===== config.mk =====
export PLATFORM = sky130hd
export DESIGN_NAME = laplacian_sharpen_column_stream_core
export DESIGN_NICKNAME = d
export VERILOG_FILES = /design/src/rtl/core/lsc_pkg.sv /design/src/rtl/core/laplacian_sharpen_column_stream_core.sv /design/src/rtl/core/lsc_in_stage.sv /design/src/rtl/core/lsc_engine.sv
export SDC_FILE = /design/constraint.sdc
export NUM_CORES = 1
export LEC_CHECK = 0
export BUFFER_PORTS_ARGS = -buffer_cell sky130_fd_sc_hd__buf_2
export CORE_MARGIN = 2
export CORE_UTILIZATION = 40
export DETAILED_ROUTE_END_ITERATION = 7
export PLACE_DENSITY = 0.68
export SYNTH_ARGS = -nofsm -noshare
export SYNTH_HDL_FRONTEND = slang
export SYNTH_SLANG_ARGS = --single-unit
export TNS_END_PERCENT = 1

===== constraint.sdc =====
create_clock -name clk -period 6.15 [get_ports clk]
set_input_delay 0.3075 -clock clk [delete_from_list [all_inputs] [get_ports clk]]
set_output_delay 0.3075 -clock clk [all_outputs]
set_load 0.02 [all_outputs]

===== src/rtl/core/lsc_pkg.sv =====
// Shared types, constants and helper functions for the Laplacian sharpening core.
// Used by the top level, the input register and the window engine; depends on nothing.
`timescale 1ns / 1ps

package lsc_pkg;

    // Widest row the core supports, in output pixels.
    localparam int MAX_WIDTH = 1024;

    // Field and state widths.
    localparam int PIX_W   = 8;
    localparam int WIDTH_W = 11;
    localparam int CI_W    = $clog2(MAX_WIDTH);
    localparam int ACC_W   = 12;
    localparam int SUM_W   = ACC_W + 1;
    localparam int PHASE_W = 3;
    localparam int WGT_W   = 4;
    localparam int STORE_N = 6;
    localparam int COL_N   = 3;

    // Reset value of the row width register.
    localparam logic [WIDTH_W-1:0] ROW_WIDTH_RESET = WIDTH_W'(256);
    localparam logic [WIDTH_W-1:0] ROW_WIDTH_MIN   = WIDTH_W'(2);

    // Phase at which each kind of window completes.
    localparam logic [PHASE_W-1:0] PHASE_FIRST_DONE = PHASE_W'(5);
    localparam logic [PHASE_W-1:0] PHASE_NEXT_DONE  = PHASE_W'(2);

    // One staged input pixel.
    typedef struct packed {
        logic             valid;
        logic [PIX_W-1:0] pixel;
    } lsc_item_t;

    // Kernel weight for the pixel at a given phase of the first window of a row.
    // Phases 0..2 are the centre column, 3..5 the right column, top to bottom.
    function automatic logic signed [WGT_W-1:0] lsc_first_weight(
        input logic [PHASE_W-1:0] phase
    );
        logic signed [WGT_W-1:0] w;
        case (phase)
            3'd0:    w = -4'sd1;
            3'd1:    w = 4'sd5;
            3'd2:    w = -4'sd1;
            3'd4:    w = -4'sd1;
            default: w = 4'sd0;
        endcase
        return w;
    endfunction

    // Row width limited to the supported range.
    function automatic logic [WIDTH_W-1:0] lsc_eff_width(input logic [WIDTH_W-1:0] w);
        logic [WIDTH_W-1:0] r;
        r = w;
        if (w < ROW_WIDTH_MIN)
        begin
            r = ROW_WIDTH_MIN;
        end
        else if (int'(w) > MAX_WIDTH)
        begin
            r = WIDTH_W'(MAX_WIDTH);
        end
        return r;
    endfunction

    // Clamp a signed window sum to the pixel range.
    function automatic logic [PIX_W-1:0] lsc_clamp(input logic signed [SUM_W-1:0] s);
        logic [PIX_W-1:0] r;
        if (s < 0)
        begin
            r = '0;
        end
        else if (s > SUM_W'(255))
        begin
            r = {PIX_W{1'b1}};
        end
        else
        begin
            r = s[PIX_W-1:0];
        end
        return r;
    endfunction

endpackage


===== src/rtl/core/laplacian_sharpen_column_stream_core.sv =====
// Top level of the column-fed 3x3 Laplacian sharpening core: ports and row width register.
// Depends on lsc_pkg, lsc_in_stage and lsc_engine.
`timescale 1ns / 1ps

// Pixels arrive three per column, top to bottom, one pixel per transaction; the core
// accepts a pixel in every cycle while its output is taken. The first output of a row
// completes after six pixels, every later one after three. Each pixel is first held in
// the input register, and as it moves on from there the window engine updates its
// column store and running sum and, once the pixel completes a window, also
// loads the result register. A result waiting on the output holds the next pixel in the
// input register, so the input closes once that register is full as well. row_width
// (2..1024, values outside act as the nearest bound) sets the outputs per row and should
// be written only while the core is idle; the column store is cleared at each row end.
module laplacian_sharpen_column_stream_core
(
    input  logic        clk,
    input  logic        rst_n,
    // Configuration: row_width, bits 10:0.
    input  logic        cfg_valid,
    output logic        cfg_ready,
    input  logic [10:0] cfg_data,
    // Input pixels.
    input  logic        s_axis_tvalid,
    output logic        s_axis_tready,
    input  logic [7:0]  s_axis_tdata,   // [7:0] pixel
    // Sharpened pixels.
    output logic        m_axis_tvalid,
    input  logic        m_axis_tready,
    output logic [7:0]  m_axis_tdata    // [7:0] sharpened
);

    logic [lsc_pkg::WIDTH_W-1:0] row_width_reg;
    logic [lsc_pkg::WIDTH_W-1:0] row_width_next;
    lsc_pkg::lsc_item_t          item;
    logic                        advance;

    // Row width register, written on every configuration transaction.
    assign cfg_ready = 1'b1;

    always_comb
    begin
        row_width_next = row_width_reg;
        if (cfg_valid && cfg_ready)
        begin
            row_width_next = cfg_data;
        end
    end

    always_ff @(posedge clk or negedge rst_n)
    begin
        if (!rst_n)
        begin
            row_width_reg <= lsc_pkg::ROW_WIDTH_RESET;
        end
        else
        begin
            row_width_reg <= row_width_next;
        end
    end

    // Input register.
    lsc_in_stage u_in_stage
    (
        .clk      (clk),
        .rst_n    (rst_n),
        .in_valid (s_axis_tvalid),
        .in_ready (s_axis_tready),
        .in_pixel (s_axis_tdata),
        .advance  (advance),
        .item     (item)
    );

    // Window engine and result register.
    lsc_engine u_engine
    (
        .clk       (clk),
        .rst_n     (rst_n),
        .item      (item),
        .row_width (row_width_reg),
        .advance   (advance),
        .out_valid (m_axis_tvalid),
        .out_ready (m_axis_tready),
        .out_pixel (m_axis_tdata)
    );

endmodule


===== src/rtl/core/lsc_in_stage.sv =====
// Input register of the sharpening core: holds one accepted pixel until the engine takes it.
// Depends on lsc_pkg.
`timescale 1ns / 1ps

module lsc_in_stage
(
    input  logic                     clk,
    input  logic                     rst_n,
    input  logic                     in_valid,
    output logic                     in_ready,
    input  logic [lsc_pkg::PIX_W-1:0] in_pixel,
    input  logic                     advance,
    output lsc_pkg::lsc_item_t       item
);

    logic                      valid_reg;
    logic                      valid_next;
    logic [lsc_pkg::PIX_W-1:0] pixel_reg;
    logic [lsc_pkg::PIX_W-1:0] pixel_next;

    // The register frees up in the same cycle that the engine takes its pixel.
    assign in_ready = !valid_reg || advance;

    // Load on a new transaction, empty when the pixel moves on.
    always_comb
    begin
        valid_next = valid_reg;
        pixel_next = pixel_reg;
        if (in_valid && in_ready)
        begin
            valid_next = 1'b1;
            pixel_next = in_pixel;
        end
        else if (advance)
        begin
            valid_next = 1'b0;
        end
    end

    always_ff @(posedge clk or negedge rst_n)
    begin
        if (!rst_n)
        begin
            valid_reg <= 1'b0;
        end
        else
        begin
            valid_reg <= valid_next;
        end
    end

    always_ff @(posedge clk)
    begin
        pixel_reg <= pixel_next;
    end

    assign item.valid = valid_reg;
    assign item.pixel = pixel_reg;

endmodule


===== src/rtl/core/lsc_engine.sv =====
// Window engine of the sharpening core: column store, running sum, clamp and result register.
// Depends on lsc_pkg.
`timescale 1ns / 1ps

module lsc_engine
(
    input  logic                         clk,
    input  logic                         rst_n,
    input  lsc_pkg::lsc_item_t           item,
    input  logic [lsc_pkg::WIDTH_W-1:0]  row_width,
    output logic                         advance,
    output logic                         out_valid,
    input  logic                         out_ready,
    output logic [lsc_pkg::PIX_W-1:0]    out_pixel
);

    localparam int PIX_W   = lsc_pkg::PIX_W;
    localparam int CI_W    = lsc_pkg::CI_W;
    localparam int ACC_W   = lsc_pkg::ACC_W;
    localparam int SUM_W   = lsc_pkg::SUM_W;
    localparam int PHASE_W = lsc_pkg::PHASE_W;
    localparam int STORE_N = lsc_pkg::STORE_N;
    localparam int COL_N   = lsc_pkg::COL_N;

    logic [PIX_W-1:0]          store_reg [STORE_N];
    logic [PIX_W-1:0]          store_next [STORE_N];
    logic [PIX_W-1:0]          store_wr [STORE_N];
    logic signed [ACC_W-1:0]   acc_reg;
    logic signed [ACC_W-1:0]   acc_next;
    logic [PHASE_W-1:0]        phase_reg;
    logic [PHASE_W-1:0]        phase_next;
    logic [CI_W-1:0]           ci_reg;
    logic [CI_W-1:0]           ci_next;
    logic                      out_valid_reg;
    logic                      out_valid_next;
    logic [PIX_W-1:0]          out_pixel_reg;
    logic [PIX_W-1:0]          out_pixel_next;

    logic [lsc_pkg::WIDTH_W-1:0] eff_width;
    logic signed [SUM_W-1:0]   pix_s;
    logic signed [SUM_W-1:0]   carry_sum;
    logic signed [SUM_W-1:0]   term;
    logic signed [SUM_W-1:0]   acc_sum;
    logic                      done;
    logic                      row_end;

    // A pixel moves on when the result register is empty or being drained.
    assign advance   = item.valid && (!out_valid_reg || out_ready);
    assign eff_width = lsc_pkg::lsc_eff_width(row_width);
    assign pix_s     = $signed(SUM_W'(item.pixel));

    // Contribution of the stored columns to a later window: -up(left) and the centre column.
    assign carry_sum = SUM_W'(5) * $signed(SUM_W'(store_reg[4]))
                     - $signed(SUM_W'(store_reg[1]))
                     - $signed(SUM_W'(store_reg[3]))
                     - $signed(SUM_W'(store_reg[5]));

    assign row_end = (int'(ci_reg) >= int'(eff_width) - 1);

    // Accumulate the pixel, store it and step the window position.
    always_comb
    begin
        term           = '0;
        done           = 1'b0;
        store_wr       = store_reg;
        store_next     = store_reg;
        phase_next     = phase_reg;
        ci_next        = ci_reg;
        acc_sum        = SUM_W'(acc_reg);
        acc_next       = acc_reg;
        out_pixel_next = out_pixel_reg;
        out_valid_next = out_valid_reg;

        if (ci_reg == '0)
        begin
            if (phase_reg < PHASE_W'(STORE_N))
            begin
                term = pix_s * SUM_W'(lsc_pkg::lsc_first_weight(phase_reg));
                for (int k = 0; k < STORE_N; k++)
                begin
                    if (phase_reg == PHASE_W'(k))
                    begin
                        store_wr[k] = item.pixel;
                    end
                end
                done = (phase_reg == lsc_pkg::PHASE_FIRST_DONE);
            end
        end
        else if (phase_reg < PHASE_W'(COL_N))
        begin
            if (phase_reg == '0)
            begin
                term = carry_sum;
            end
            else if (phase_reg == PHASE_W'(1))
            begin
                term = -pix_s;
            end
            for (int k = 0; k < COL_N; k++)
            begin
                if (phase_reg == PHASE_W'(k))
                begin
                    store_wr[k] = item.pixel;
                end
            end
            done = (phase_reg == lsc_pkg::PHASE_NEXT_DONE);
        end

        acc_sum = SUM_W'(acc_reg) + term;

        if (advance)
        begin
            // Running sum, cleared once a window completes.
            if (done)
            begin
                acc_next = '0;
            end
            else
            begin
                acc_next = acc_sum[ACC_W-1:0];
            end

            // Window position and column store.
            store_next = store_wr;
            if (ci_reg != '0 && phase_reg == lsc_pkg::PHASE_NEXT_DONE)
            begin
                phase_next = '0;
                if (row_end)
                begin
                    ci_next = '0;
                    for (int k = 0; k < STORE_N; k++)
                    begin
                        store_next[k] = '0;
                    end
                end
                else
                begin
                    ci_next = ci_reg + CI_W'(1);
                    for (int k = 0; k < COL_N; k++)
                    begin
                        store_next[k]         = store_wr[COL_N + k];
                        store_next[COL_N + k] = store_wr[k];
                    end
                end
            end
            else if (ci_reg == '0 && phase_reg == lsc_pkg::PHASE_FIRST_DONE)
            begin
                ci_next    = CI_W'(1);
                phase_next = '0;
            end
            else
            begin
                phase_next = phase_reg + PHASE_W'(1);
            end

            // Result register.
            out_valid_next = done;
            if (done)
            begin
                out_pixel_next = lsc_pkg::lsc_clamp(acc_sum);
            end
        end
        else if (out_ready)
        begin
            out_valid_next = 1'b0;
        end
    end

    always_ff @(posedge clk or negedge rst_n)
    begin
        if (!rst_n)
        begin
            for (int k = 0; k < STORE_N; k++)
            begin
                store_reg[k] <= '0;
            end
            acc_reg       <= '0;
            phase_reg     <= '0;
            ci_reg        <= '0;
            out_valid_reg <= 1'b0;
        end
        else
        begin
            store_reg     <= store_next;
            acc_reg       <= acc_next;
            phase_reg     <= phase_next;
            ci_reg        <= ci_next;
            out_valid_reg <= out_valid_next;
        end
    end

    always_ff @(posedge clk)
    begin
        out_pixel_reg <= out_pixel_next;
    end

    assign out_valid = out_valid_reg;
    assign out_pixel = out_pixel_reg;

endmodule


# After elaboration in Yosys (flattened, before gate mapping)
# Cells that the tools add are included.
dict set report classes {
  n_mul 2
  n_addsub 8
  muxes 36
  eq_ne 5
  n_lt_le_gt_ge 7
  reduce_logical 17
}
# cell count
set op_table {}
lappend op_table {{$mux W48} 3}
lappend op_table {{$mux W24} 3}
lappend op_table {{$mux W13} 5}
lappend op_table {{$mux W8} 7}
lappend op_table {{$sub A13 B9 Y13} 3}
lappend op_table {{$ge A11 B32 Y1} 1}
lappend op_table {{$mux W10} 3}
lappend op_table {{$mux W11} 2}
lappend op_table {{$add A12 B13 Y13} 1}
lappend op_table {{$gt A13 B9 Y1 const B} 1}
lappend op_table {{$lt A13 B1 Y1 const B} 1}
lappend op_table {{$mul A9 B4 Y13} 1}
lappend op_table {{$neg A8 Y13} 1}
lappend op_table {{$mux W12} 1}
lappend op_table {{$sub A11 B1 Y12 const B} 1}
lappend op_table {{$gt A11 B11 Y1 const B} 1}
lappend op_table {{$lt A11 B2 Y1 const B} 1}
lappend op_table {{$mul A3 B8 Y11 const A} 1}
lappend op_table {{$add A10 B1 Y10 const B} 1}
lappend op_table {{$logic_not A10 Y1} 1}
lappend op_table {{$reduce_bool A10 Y1} 1}
lappend op_table {{$mux W4} 2}
lappend op_table {{$pmux W4 S2} 1}
lappend op_table {{$mux W1} 7}
lappend op_table {{other kinds (14)} 25}
dict set report totals {
  output_inout_bits 11
  reg_bits 102
  input_bits 24
  wordCells 89
}

# Depth between registers and ports, before layout
# Gate-level depths: netlist of run 1.
dict set report logic_depth {
  word_depth 11
  depth_mapped 29
  mapped_depth_nobuf 28
}

# Hierarchy
# From an unflattened synthesis of run 1, not the netlist that was laid out.
dict set report hier_totals {
  cells_unflattened 923
  hier_area_um2 8431.8
}
# module area_per_inst_um2 cells_per_inst n_inst
set modules_own_cells {}
lappend modules_own_cells {lsc_engine 7669.9 885 1}
lappend modules_own_cells {laplacian_sharpen_column_stream_core 460.4 25 1}
lappend modules_own_cells {lsc_in_stage 301.5 13 1}

# Worst setup path after synthesis of run 1
# Ideal clock, no wire load.
dict set report synth_timing {
  kind {reg-to-reg}
  from {register u_engine.phase_reg[1]}
  to {register u_engine.out_pixel_reg[7], in the netlist u_engine.out_pixel[7], data pin}
  n_path_buf 1
  slack_ns -0.138
  period_less_slack_ns 6.288
  t_arrival_ns 6.008
  setup_ns 0.280
  path_stages_with_launch 29
  cell_sequence {dfrtp_1 > inv_1 > ha_1 > clkbuf_1 > nor2_1 > inv_1 > a21oi_1 > a31oi_1 > ha_1 > inv_1 > fa_1 > inv_1 > fa_1 > ha_1 > fa_1 > a21o_1 > a21oi_1 > o21bai_1 > a21oi_1 > xnor2_1 > a21oi_1 > o21ai_0 > ha_1 > a21oi_1 > nand2b_1 > nand3b_1 > xor2_1 > nor4_4 > a211oi_1}
}
dict set report synth_between {
  elab_chain_cells 11
}
# item line_no
set synth_lines {}
lappend synth_lines {{start, declared} lsc_engine.sv:30} ;# logic [PHASE_W-1:0] phase_reg;
lappend synth_lines {{start signal, assigned} lsc_engine.sv:186} ;# phase_reg <= phase_next;
lappend synth_lines {{$eq A3 B3 Y1 (tied with other cells)} lsc_pkg.sv:41} ;# case (phase)
lappend synth_lines {{$reduce_or A3 Y1 (no source line)} n/a}
lappend synth_lines {{$pmux W4 S2} lsc_pkg.sv:41}
lappend synth_lines {{$mux W4} lsc_engine.sv:76} ;# if (phase_reg < PHASE_W'(STORE_N))
lappend synth_lines {{$mux W4} lsc_engine.sv:74} ;# if (ci_reg == '0)
lappend synth_lines {{$mul A9 B4 Y13} lsc_engine.sv:78} ;# term = pix_s * SUM_W'(lsc_pkg::lsc_first_weight(phase_reg));
lappend synth_lines {{$mux W13} lsc_engine.sv:76}
lappend synth_lines {{$mux W13 *} lsc_engine.sv:74}
lappend synth_lines {{$add A12 B13 Y13 *} lsc_engine.sv:109} ;# acc_sum = SUM_W'(acc_reg) + term;
lappend synth_lines {{$gt A13 B9 Y1} lsc_pkg.sv:73} ;# else if (s > SUM_W'(255))
lappend synth_lines {{$mux W8} lsc_pkg.sv:73}
lappend synth_lines {{end signal, assigned} lsc_engine.sv:194} ;# out_pixel_reg <= out_pixel_next;
lappend synth_lines {{end, declared} lsc_engine.sv:36} ;# logic [PIX_W-1:0] out_pixel_reg;
# Mark *: on every way between the ends. The rest lies on a longest branch, timed or not. The select of a mux whose other input is x is not followed.
# A chain may end at the register's enable or synchronous reset.

# Worst setup path after layout of run 1
dict set report layout_timing {
  from {register u_engine.phase_reg[0]}
  to {register u_engine.out_pixel_reg[1], in the netlist u_engine.out_pixel[1], data pin}
}
# Same word-level chain as after synthesis.

==> results of run 1 <==
==> Yosys cell counts, types with 5 or more instances <==
cell type	number	share of area [%]
nand2_1	57	2.6
or3_1	5	0.38
dfrtp_1	85	26
a31oi_1	5	0.38
a21oi_1	30	1.8
o21ai_0	63	3.8
a22oi_1	25	2.3
o21a_1	10	0.91
nand2b_1	9	0.68
mux2i_1	27	3.3
and2_1	13	0.98
nand3_1	15	0.91
ha_1	80	12
mux2_2	10	1.4
inv_1	80	3.6
nor2_1	45	2.0
edfxtp_1	16	5.8
o211ai_1	5	0.45
xnor2_1	23	2.4
a222oi_1	8	0.97
a21o_1	15	1.4
o22ai_1	6	0.45
clkbuf_1	24	1.1
o31ai_1	11	1.0
a221o_1	15	1.8
nor2b_1	11	0.83
a211oi_1	13	1.2
xor2_1	13	1.4
o21bai_1	5	0.45
nor3_1	17	1.0
fa_1	30	7.2
==> cells in the final DEF, fill, tap and decap left out, types with 16 or more instances in the layout <==
cell type,netlist,final
mux2i_1,27,27
nand2_1,57,56
edfxtp_1,16,16
buf_2,2,32
nor3_1,17,17
buf_4,2,23
inv_1,80,80
fa_1,30,29
o21ai_0,63,62
a21oi_1,30,24
dfrtp_1,85,85
ha_1,80,78
nor2_1,45,44
a22oi_1,25,25
xnor2_1,23,23
==> layer usage <==
layer  routed length, µm  vias up
met5                   0        -
met4                 615        0
met3                 778       42
met2                9540      179
met1                9270     3241
li1                    -     3191
==> worst reg2reg max path, delay by kind of cell, from the launching register on <==
kind / cells / cell delay (ps)
adders and majority gates: 7 / 2400
AOI/OAI and AO/OA: 10 / 1370
and+or+nand+nor: 5 / 870
buffers and inverters: 5 / 460
DFF: 1 / 350
xor gates and xnor gates: 2 / 300
==> worst max path at each step <==
stage                                  to  slack (ps)  depth (start not counted)
floorplan           u_engine.out_pixel[7]          60                         28
global placement    u_engine.out_pixel[7]         110                         25
detailed placement  u_engine.out_pixel[0]         -60                         25
CTS                 u_engine.out_pixel[1]          40                         25
global route        u_engine.out_pixel[1]        -110                         29
finish              u_engine.out_pixel[1]         170                         29
==> cell families after synthesis <==
group	after synthesis	synth area share [%]
adder cells (fa/ha/maj)	110	19.3
XOR/XNOR	36	3.80
AND/OR/NAND/NOR	210	13.4
AO/OA/AOI/OAI	250	21.4
multiplexers	37	4.62
buffers and inverters	115	5.69
other	1	0.0452
flip-flops	102	31.8
==> metrics by stage <==
| step | hold slack (ps) | setup slack (ps) | setup TNS [ps] |
|---|---|---|---|
| after floorplan | 11.9 | 55.5 | 0 |
| after global placement | 244 | 106 | 0 |
| after detailed placement | 247 | -55.6 | -303 |
| after CTS | 110 | 43.7 | 0 |
| after global routing | 121 | -112 | -749 |
| final | 123 | 165 | 0 |
==> cell type report <==
| type | count | area, µm² | area share [%] |
|---|---|---|---|
| multi-input cells | 644 | 5260 | 57.5 |
| clock inverters | 4 | 25.0 | 0.274 |
| clock buffers | 12 | 236 | 2.59 |
| inverters | 81 | 304 | 3.32 |
| flip-flops and latches | 102 | 2630 | 28.8 |
| well taps | 270 | 338 | 3.69 |
| repair buffers | 57 | 354 | 3.87 |
==> repair_timing <==
item                                    in CTS  in global routing
gates resized for setup                      1                 14
endpoints found under the hold margin       22                  0
pin swaps                                    1                  9
buffers inserted                             0                  4
hold buffers                                 1                  0
endpoints found under the setup margin       8                 10
==> metrics.yaml, run 1 <==
finish:
  area_growth_pct: 10.3
  final_nets: 1029
  largest_reg_flops: 48
  finalNonFillerCells: 1170
  final_core_util_pct: 45.1
  final_layout_size_suffix_gt1_share_pct: 13.7
  antenna_cells_inserted: 0
  final_area_um2: 9150
  fillCellCount: 1966
routing:
  dr.pass1.iters: 5
  routed_wl_mm: 20.2
  vias: 6653
  drtIter0Drc: 671
  antenna_left: 0
  route.detailed.drc: 0
  routedWlPerCell_um: 17.3
  via_per_inst: 5.69
floorplanning:
  die_width_um: 148
  core_um2: 20300
  die_area_um2: 21900
  num_rows: 52
  ios: 35
  die_h_um: 148
  floorplan.initialDensity_pct: 40.9
timing:
  max_slew.worst_pin.slew_ps: 972
  finalCritPeriodShare_pct: 97.3
  finClkSkew_ps: 8.52
  maxSlewViolCount: 0
  finalSetupViolations: 0
  min_period_ps: 5980
  fmax_ghz: 0.167
  finalHoldViolCount: 0
  relSlewSlack_pct: 34.7
setup_path:
  crit_path_end_kind: "register"
  cp_max_fo: 7
  crit_path_start: "u_engine.phase_reg[0]"
  required_ps: 6250
  r2r_slack_ps: 170
  cp_top_family: "adder cells"
  r2r_end: "u_engine.out_pixel[1]"
  crit_arrival_ps: 6080
  r2r-start: "u_engine.phase_reg[0]"
  cp-start-kind: "register"
  critPathMaxStageDelay_ps: 500
  crit_path_top_delay_cell: "fa_1"
  cp.buffers_inverters: 5
  worstRegToRegCells: 29
  crit_type: "reg -> reg"
cts:
  cts_sinks: 102
  clkTransAtPathRegs_ps: 70
  insertion_delay_ps: 360
  cts_tree: "yes"
  cts-buffers-inserted: 9
  clk_path_buf_depth: 2
  ctsRootBufferMaster: "clkbuf_16"
  htreeDepth: 3
logic_synthesis:
  netlist_instances: 861
  syn_nets: 995
  ys_types: 85
  async_reset_ff_share_pct: 84.3
  synth_edf_count: 16
  synth_warnings: 0
  seq_area_frac_synth_pct: 31.8
  synth-seq-cells: 102
  synthFlopType: "dfrtp_1"
  syn_avg_cell_area_um2: 9.63
  syn_area_um2: 8290
outcome:
  status: "complete, no violations"
grt:
  grt_pass1_wl_mm: 32.7
  use_met3_pct: 2.13
  grt_pass1_vias: 6284
  grtUsageTotal_pct: 18.9
  grt_max_degree: 65
  busiest_layer: "met2"
  grt-ovfl-total: 0
  grt_use_met2_pct: 29.6
  antenna_found_initial: 0
  use_met1_pct: 26.6
placement:
  place_area_um2: 8780
  dp_hpwl_mm: 15.1
  place_congestion: 0.902
  dp.cells: 1149
  port_buffers: 33
hold_path:
  min_path_cells: 1
  hp-start: "s_axis_tdata[6]"
  holdPathEnd: "u_in_stage.pixel_reg[6]"
  hold_class: "in -> reg"
job:
  drv_cap: 0
Power of run 1 is left out: the tool's default activity adds up to more than one toggle a clock period on the data nets, which glitch-free logic cannot reach.
==> inputs of run 2 (changes only) <==
CORE_MARGIN = unset   (was 2)
==> run 2 against run 1 <==
Against the previous run: maximum frequency increased by 2.4%; non-clock buffer count decreased by 3; global-route usage increased by 0.33 points; final cell count decreased by 0.26%; critical path type unchanged; first-iteration DRC count decreased by 16%; register-to-register slack improved by 140 ps; sequential cell count unchanged; via count decreased by 2.4%; routed wire length decreased by 2.4%; core utilization about the same.
==> metrics.yaml, run 2 (synthesis gave the netlist of run 1 again) <==
timing:
  min_period_ps: 5850  # was 5980 ps
  max_slew.worst_pin.slew_ps: 1210  # was 972 ps
  finalSetupViolations: 0  # unchanged
  fmax_ghz: 0.171  # was 0.167 GHz
  finalHoldViolCount: 0  # unchanged
  finClkSkew_ps: 10.0  # was 8.52 ps
  maxSlewViolCount: 0  # unchanged
  relSlewSlack_pct: 19.3  # was 34.7%
  finalCritPeriodShare_pct: 95.1  # was 97.3%
cts:
  ctsRootBufferMaster: "clkbuf_16"  # unchanged
  insertion_delay_ps: 360  # about the same
  cts_tree: "yes"  # unchanged
  clk_path_buf_depth: 2  # unchanged
  cts_sinks: 102  # unchanged
  htreeDepth: 3  # unchanged
  clkTransAtPathRegs_ps: 70  # about the same
  cts-buffers-inserted: 9  # unchanged
hold_path:
  hold_class: "in -> reg"  # unchanged
placement:
  port_buffers: 33  # unchanged
  place_congestion: 0.886  # was 0.902
  place_area_um2: 8770  # was 8780 µm²
  dp_hpwl_mm: 15.0  # was 15.1 mm
outcome:
  status: "complete, no violations"  # unchanged
routing:
  drtIter0Drc: 565  # was 671
  dr.pass1.iters: 5  # unchanged
  antenna_left: 0  # unchanged
  routedWlPerCell_um: 16.9  # was 17.3 µm
  route.detailed.drc: 0  # unchanged
  via_per_inst: 5.56  # was 5.69
  routed_wl_mm: 19.7  # was 20.2 mm
  vias: 6492  # was 6653
finish:
  final_layout_size_suffix_gt1_share_pct: 13.3  # was 13.7%
  fillCellCount: 1930  # was 1966
  final_core_util_pct: 45.1  # about the same
  final_area_um2: 9150  # about the same
  largest_reg_flops: 48  # unchanged
  area_growth_pct: 10.3  # about the same
  antenna_cells_inserted: 0  # unchanged
  mostFrequentLayoutCell: "dfrtp_1"  # unchanged
  layout_common_cells: "dfrtp_1 (85), inv_1 (80), ha_1 (78), o21ai_0 (63), nand2_1 (56)"  # was dfrtp_1 (85), inv_1 (80), ha_1 (78), o21ai_0 (62), nand2_1 (56)
  final_nets: 1026  # was 1029
floorplanning:
  core_um2: 20300  # unchanged
  floorplan.initialDensity_pct: 40.9  # unchanged
  die_h_um: 146  # was 148 µm
  ios: 35  # unchanged
  num_rows: 52  # unchanged
  die_width_um: 146  # was 148 µm
  die_area_um2: 21300  # was 21900 µm²
setup_path:
  worstRegToRegCells: 27  # was 29
  crit_type: "reg -> reg"  # unchanged
  crit_end: "u_engine.out_pixel[7]"  # was u_engine.out_pixel[1]
  r2r_slack_ps: 300  # was 170 ps
  cp_max_fo: 16  # was 7
  required_ps: 6250  # about the same
  crit_path_end_kind: "register"  # unchanged
  r2r_end: "u_engine.out_pixel[7]"  # was u_engine.out_pixel[1]
  r2r-start: "u_engine.phase_reg[0]"  # unchanged
  cp-start-kind: "register"  # unchanged
  crit_path_start: "u_engine.phase_reg[0]"  # unchanged
  crit_arrival_ps: 5940  # was 6080 ps
grt:
  grt_max_degree: 71  # was 65
  grt_pass1_wl_mm: 32.4  # was 32.7 mm
  grt-ovfl-total: 0  # unchanged
  grt_pass1_vias: 6200  # was 6284
  antenna_found_initial: 0  # unchanged
  grtUsageTotal_pct: 19.2  # was 18.9%
job:
  drv_cap: 0  # unchanged
[run 2: what timing repair did]
item / in CTS / in global routing
hold endpoints to repair: 16 / 0
pin swaps: 1 / 5
endpoints found under the setup margin: 8 / 9
hold buffers: 1 / 0
setup buffers: 0 / 2
resized for setup: 1 / 14
[run 2: worst min-delay path by stage]
| stage | depth (start not counted) | to | from |
|---|---|---|---|
| 2_1_floorplan | 0 | row_width_reg[0] | rst_n |
| 3_3_place_gp | 1 | u_engine.store_reg[12] | rst_n |
| 3_5_place_dp | 1 | u_engine.store_reg[13] | rst_n |
| 4_1_cts | 1 | u_in_stage.pixel_reg[6] | s_axis_tdata[6] |
| 5_1_grt | 1 | u_in_stage.pixel_reg[6] | s_axis_tdata[6] |
| 6_report | 1 | u_in_stage.pixel_reg[6] | s_axis_tdata[6] |
[run 2: critical path, stage by stage (launching register included)]
cell      delay [ps]
dfrtp_1          340
inv_1             70
ha_1             220
nor2b_4          140
nor2_4           110
buf_6            170
nand2_2          100
and2_1           200
fa_1             530
fa_1             420
ha_1             350
ha_1             320
a211o_1          270
o211ai_1         140
nand2_1          110
a21oi_2          170
xnor2_1          130
nand2_1           60
nand2_1           80
ha_1             260
a21o_1           200
a21oi_2          210
nand2b_1         140
nand3b_1          90
xor2_1           190
nor4_4           280
buf_4            200
a211oi_1          80
[run 2: area by class of cell]
cell class	instances	area, µm²	area share, %
Clock buffer	12	236	2.59
Sequential cell	102	2630	28.8
Inverter	81	304	3.32
Multi-Input combinational cell	644	5250	57.4
Tap cell	270	338	3.69
Clock inverter	4	47.5	0.520
Timing Repair Buffer	54	332	3.63
[run 2: through the flow]
step | hold slack, ps | setup slack (ps) | cells | TNS (ps)
floorplan | 11.9 | 55.5 | 861 | 0
global placement | 208 | 114 | 1148 | 0
detailed placement | 206 | -25.0 | 1148 | -153
CTS | 117 | 59.5 | 1165 | 0
global route | 115 | -35.4 | 1167 | -243
finish | 124 | 304 | 1167 | 0
[run 2: layer usage]
layer | up-vias | track usage, % | routed length, µm
li1 | 3172 | - | -
met1 | 3156 | 26.3 | 9060
met2 | 138 | 30.9 | 9390
met3 | 26 | 2.88 | 798
met4 | 0 | 6.93 | 475
met5 | - | 0 | 0
Power of run 2 is left out for the same reason.
==> inputs of run 3 (changes only) <==
CORE_UTILIZATION = 45   (was 40)
CTS_BUF_LIST = sky130_fd_sc_hd__clkbuf_8   (was unset)
PLACE_DENSITY = unset   (was 0.68)
==> run 3 against run 2 <==
Against the previous run: maximum frequency shrank 0.94%; clock-buffer cell count down 3; core utilization increased by 4.9 points; final cell count is 3.2% lower; worst setup slack lost 55 ps; non-clock buffer count increased by 4; largest cell class unchanged.
==> metrics.yaml, run 3 (synthesis gave the netlist of run 1 again) <==
cts:
  ctsRootBufferMaster: "clkbuf_8"  # was clkbuf_16
  cts-buffers-inserted: 9  # unchanged
  clk_path_buf_depth: 2  # unchanged
  htreeDepth: 3  # unchanged
  clkTransAtPathRegs_ps: 110  # was 70 ps
  insertion_delay_ps: 400  # was 360 ps
  cts_sinks: 102  # unchanged
  cts_tree: "yes"  # unchanged
setup_path:
  cp_max_fo: 8  # was 16
  cp.buffers_inverters: 4  # was 3
  crit_type: "reg -> reg"  # unchanged
  cp-start-kind: "register"  # unchanged
  cp_top_family: "adder cells"  # unchanged
  crit_path_top_delay_cell: "fa_1"  # unchanged
  critPathMaxStageDelay_ps: 540  # was 530 ps
  crit_arrival_ps: 6030  # was 5940 ps
  required_ps: 6280  # was 6250 ps
  path_common_cell: "ha_1"  # unchanged
  crit_path_end_kind: "register"  # unchanged
timing:
  fin_setup_tns_ps: 0  # unchanged
  finClkSkew_ps: 13.1  # was 10.0 ps
  relSlewSlack_pct: 22.3  # was 19.3%
  finalHoldViolCount: 0  # unchanged
  fmax_ghz: 0.169  # was 0.171 GHz
  min_period_ps: 5900  # was 5850 ps
  rsz0062_at_grt: "no"
  finalCritPeriodShare_pct: 96.0  # was 95.1%
  max_slew.worst_pin.slew_ps: 1160  # was 1210 ps
  maxSlewViolCount: 0  # unchanged
  finalSetupViolations: 0  # unchanged
routing:
  route.detailed.drc: 0  # unchanged
  dr.pass1.iters: 6  # was 5
  via_per_inst: 5.77  # was 5.56
  vias: 6516  # was 6492
  wl_met1_mm: 10.2  # was 9.06 mm
  wl_met3_um: 735  # was 798 µm
  top_layer_used: "met4"  # unchanged
  antenna_left: 0  # unchanged
  drtIter0Drc: 416  # was 565
  routedWlPerCell_um: 18.3  # was 16.9 µm
  routed_wl_mm: 20.7  # was 19.7 mm
  met2WireLength_mm: 9.41  # was 9.39 mm
floorplanning:
  num_rows: 49  # was 52
  die_width_um: 138  # was 146 µm
  die_area_um2: 19000  # was 21300 µm²
  ios: 35  # unchanged
  floorplan.initialDensity_pct: 46.0  # was 40.9%
  core_um2: 18000  # was 20300 µm²
  die_h_um: 138  # was 146 µm
finish:
  layout_common_cells: "dfrtp_1 (85), ha_1 (79), inv_1 (78), o21ai_0 (62), nand2_1 (56)"  # was dfrtp_1 (85), inv_1 (80), ha_1 (78), o21ai_0 (63), nand2_1 (56)
  final_layout_size_suffix_gt1_share_pct: 14.4  # was 13.3%
  largest_reg_flops: 48  # unchanged
  area_growth_pct: 8.65  # was 10.3%
  antenna_cells_inserted: 0  # unchanged
  final_nets: 1030  # was 1026
  mostFrequentLayoutCell: "dfrtp_1"  # unchanged
job:
  drv_cap: 0  # unchanged
placement:
  place_congestion: 0.869  # was 0.886
  port_buffers: 33  # unchanged
  dp_hpwl_mm: 15.7  # was 15.0 mm
grt:
  grt_max_degree: 65  # was 71
  antenna_found_initial: 0  # unchanged
  grt_pass1_wl_mm: 33.4  # was 32.4 mm
  grt-ovfl-total: 0  # unchanged
  grtUsageTotal_pct: 23.2  # was 19.2%
  grt_pass1_vias: 6373  # was 6200
hold_path:
  hold_class: "in -> reg"  # unchanged
outcome:
  status: "complete, no violations"  # unchanged
run 3: cell count changes in the layout (fill, tap and decap cells not counted), sizes merged:
cell	before	now
buf	53	57
clkbuf	12	9
clkinvlp	0	1
bufinv	1	0
inv	80	83
run 3: per-stage QoR:
step / instances / utilization, % / setup slack, ps / cell area, µm² / hold slack, ps
6_report: 1130 / 50.0 / 248 / 9010 / 80.3
3_3_place_gp: 1108 / 48.4 / 72.8 / 8730 / 226
2_1_floorplan: 861 / - / 55.5 / 8300 / 11.9
5_1_grt: 1130 / 50.0 / 10.1 / 9010 / 59.8
3_5_place_dp: 1108 / 48.4 / -53.8 / 8730 / 226
4_1_cts: 1126 / 49.5 / 18.5 / 8930 / 59.8
run 3: worst paths after layout:
check / startpoint / to / slack (ps) / depth (start not counted)
max in group asynchronous: rst_n / u_engine.acc_reg[8] / 4650 / 3
min in group asynchronous: rst_n / u_engine.store_reg[15] / 330 / 2
worst min register to register: u_engine.acc_reg[3] / u_engine.acc_reg[3] / 500 / 2
worst min-delay path: s_axis_tdata[6] / u_in_stage.pixel_reg[6] / 80 / 1
worst max register to register: u_engine.phase_reg[0] / u_engine.out_pixel[7] / 250 / 25
worst max-delay path: u_engine.phase_reg[0] / u_engine.out_pixel[7] / 250 / 25
run 3: area by class of cell:
| type | count | area (µm²) |
|---|---|---|
| tap | 229 | 287 |
| clock buffer | 9 | 124 |
| inverter | 81 | 304 |
| multi-input combinational | 644 | 5250 |
| timing repair buffer | 58 | 358 |
| clock inverter | 7 | 55.1 |
| sequential | 102 | 2630 |
| fill | 1752 | 9010 |
run 3: timing repair:
action,4_1_cts,5_1_grt
gates resized for setup,1,15
hold buffers,1,0
endpoints found under the setup margin,8,9
endpoints found under the hold margin,22,0
pin swaps,1,9
buffers inserted,1,4
run 3: routing by layer:
layer  GRT usage (%)  vias to the layer above
li1                -                     3197
met1            33.0                     3163
met2            36.7                      134
met3            3.24                       22
met4            6.70                        0
met5               0                        -
Power of run 3 is left out for the same reason.
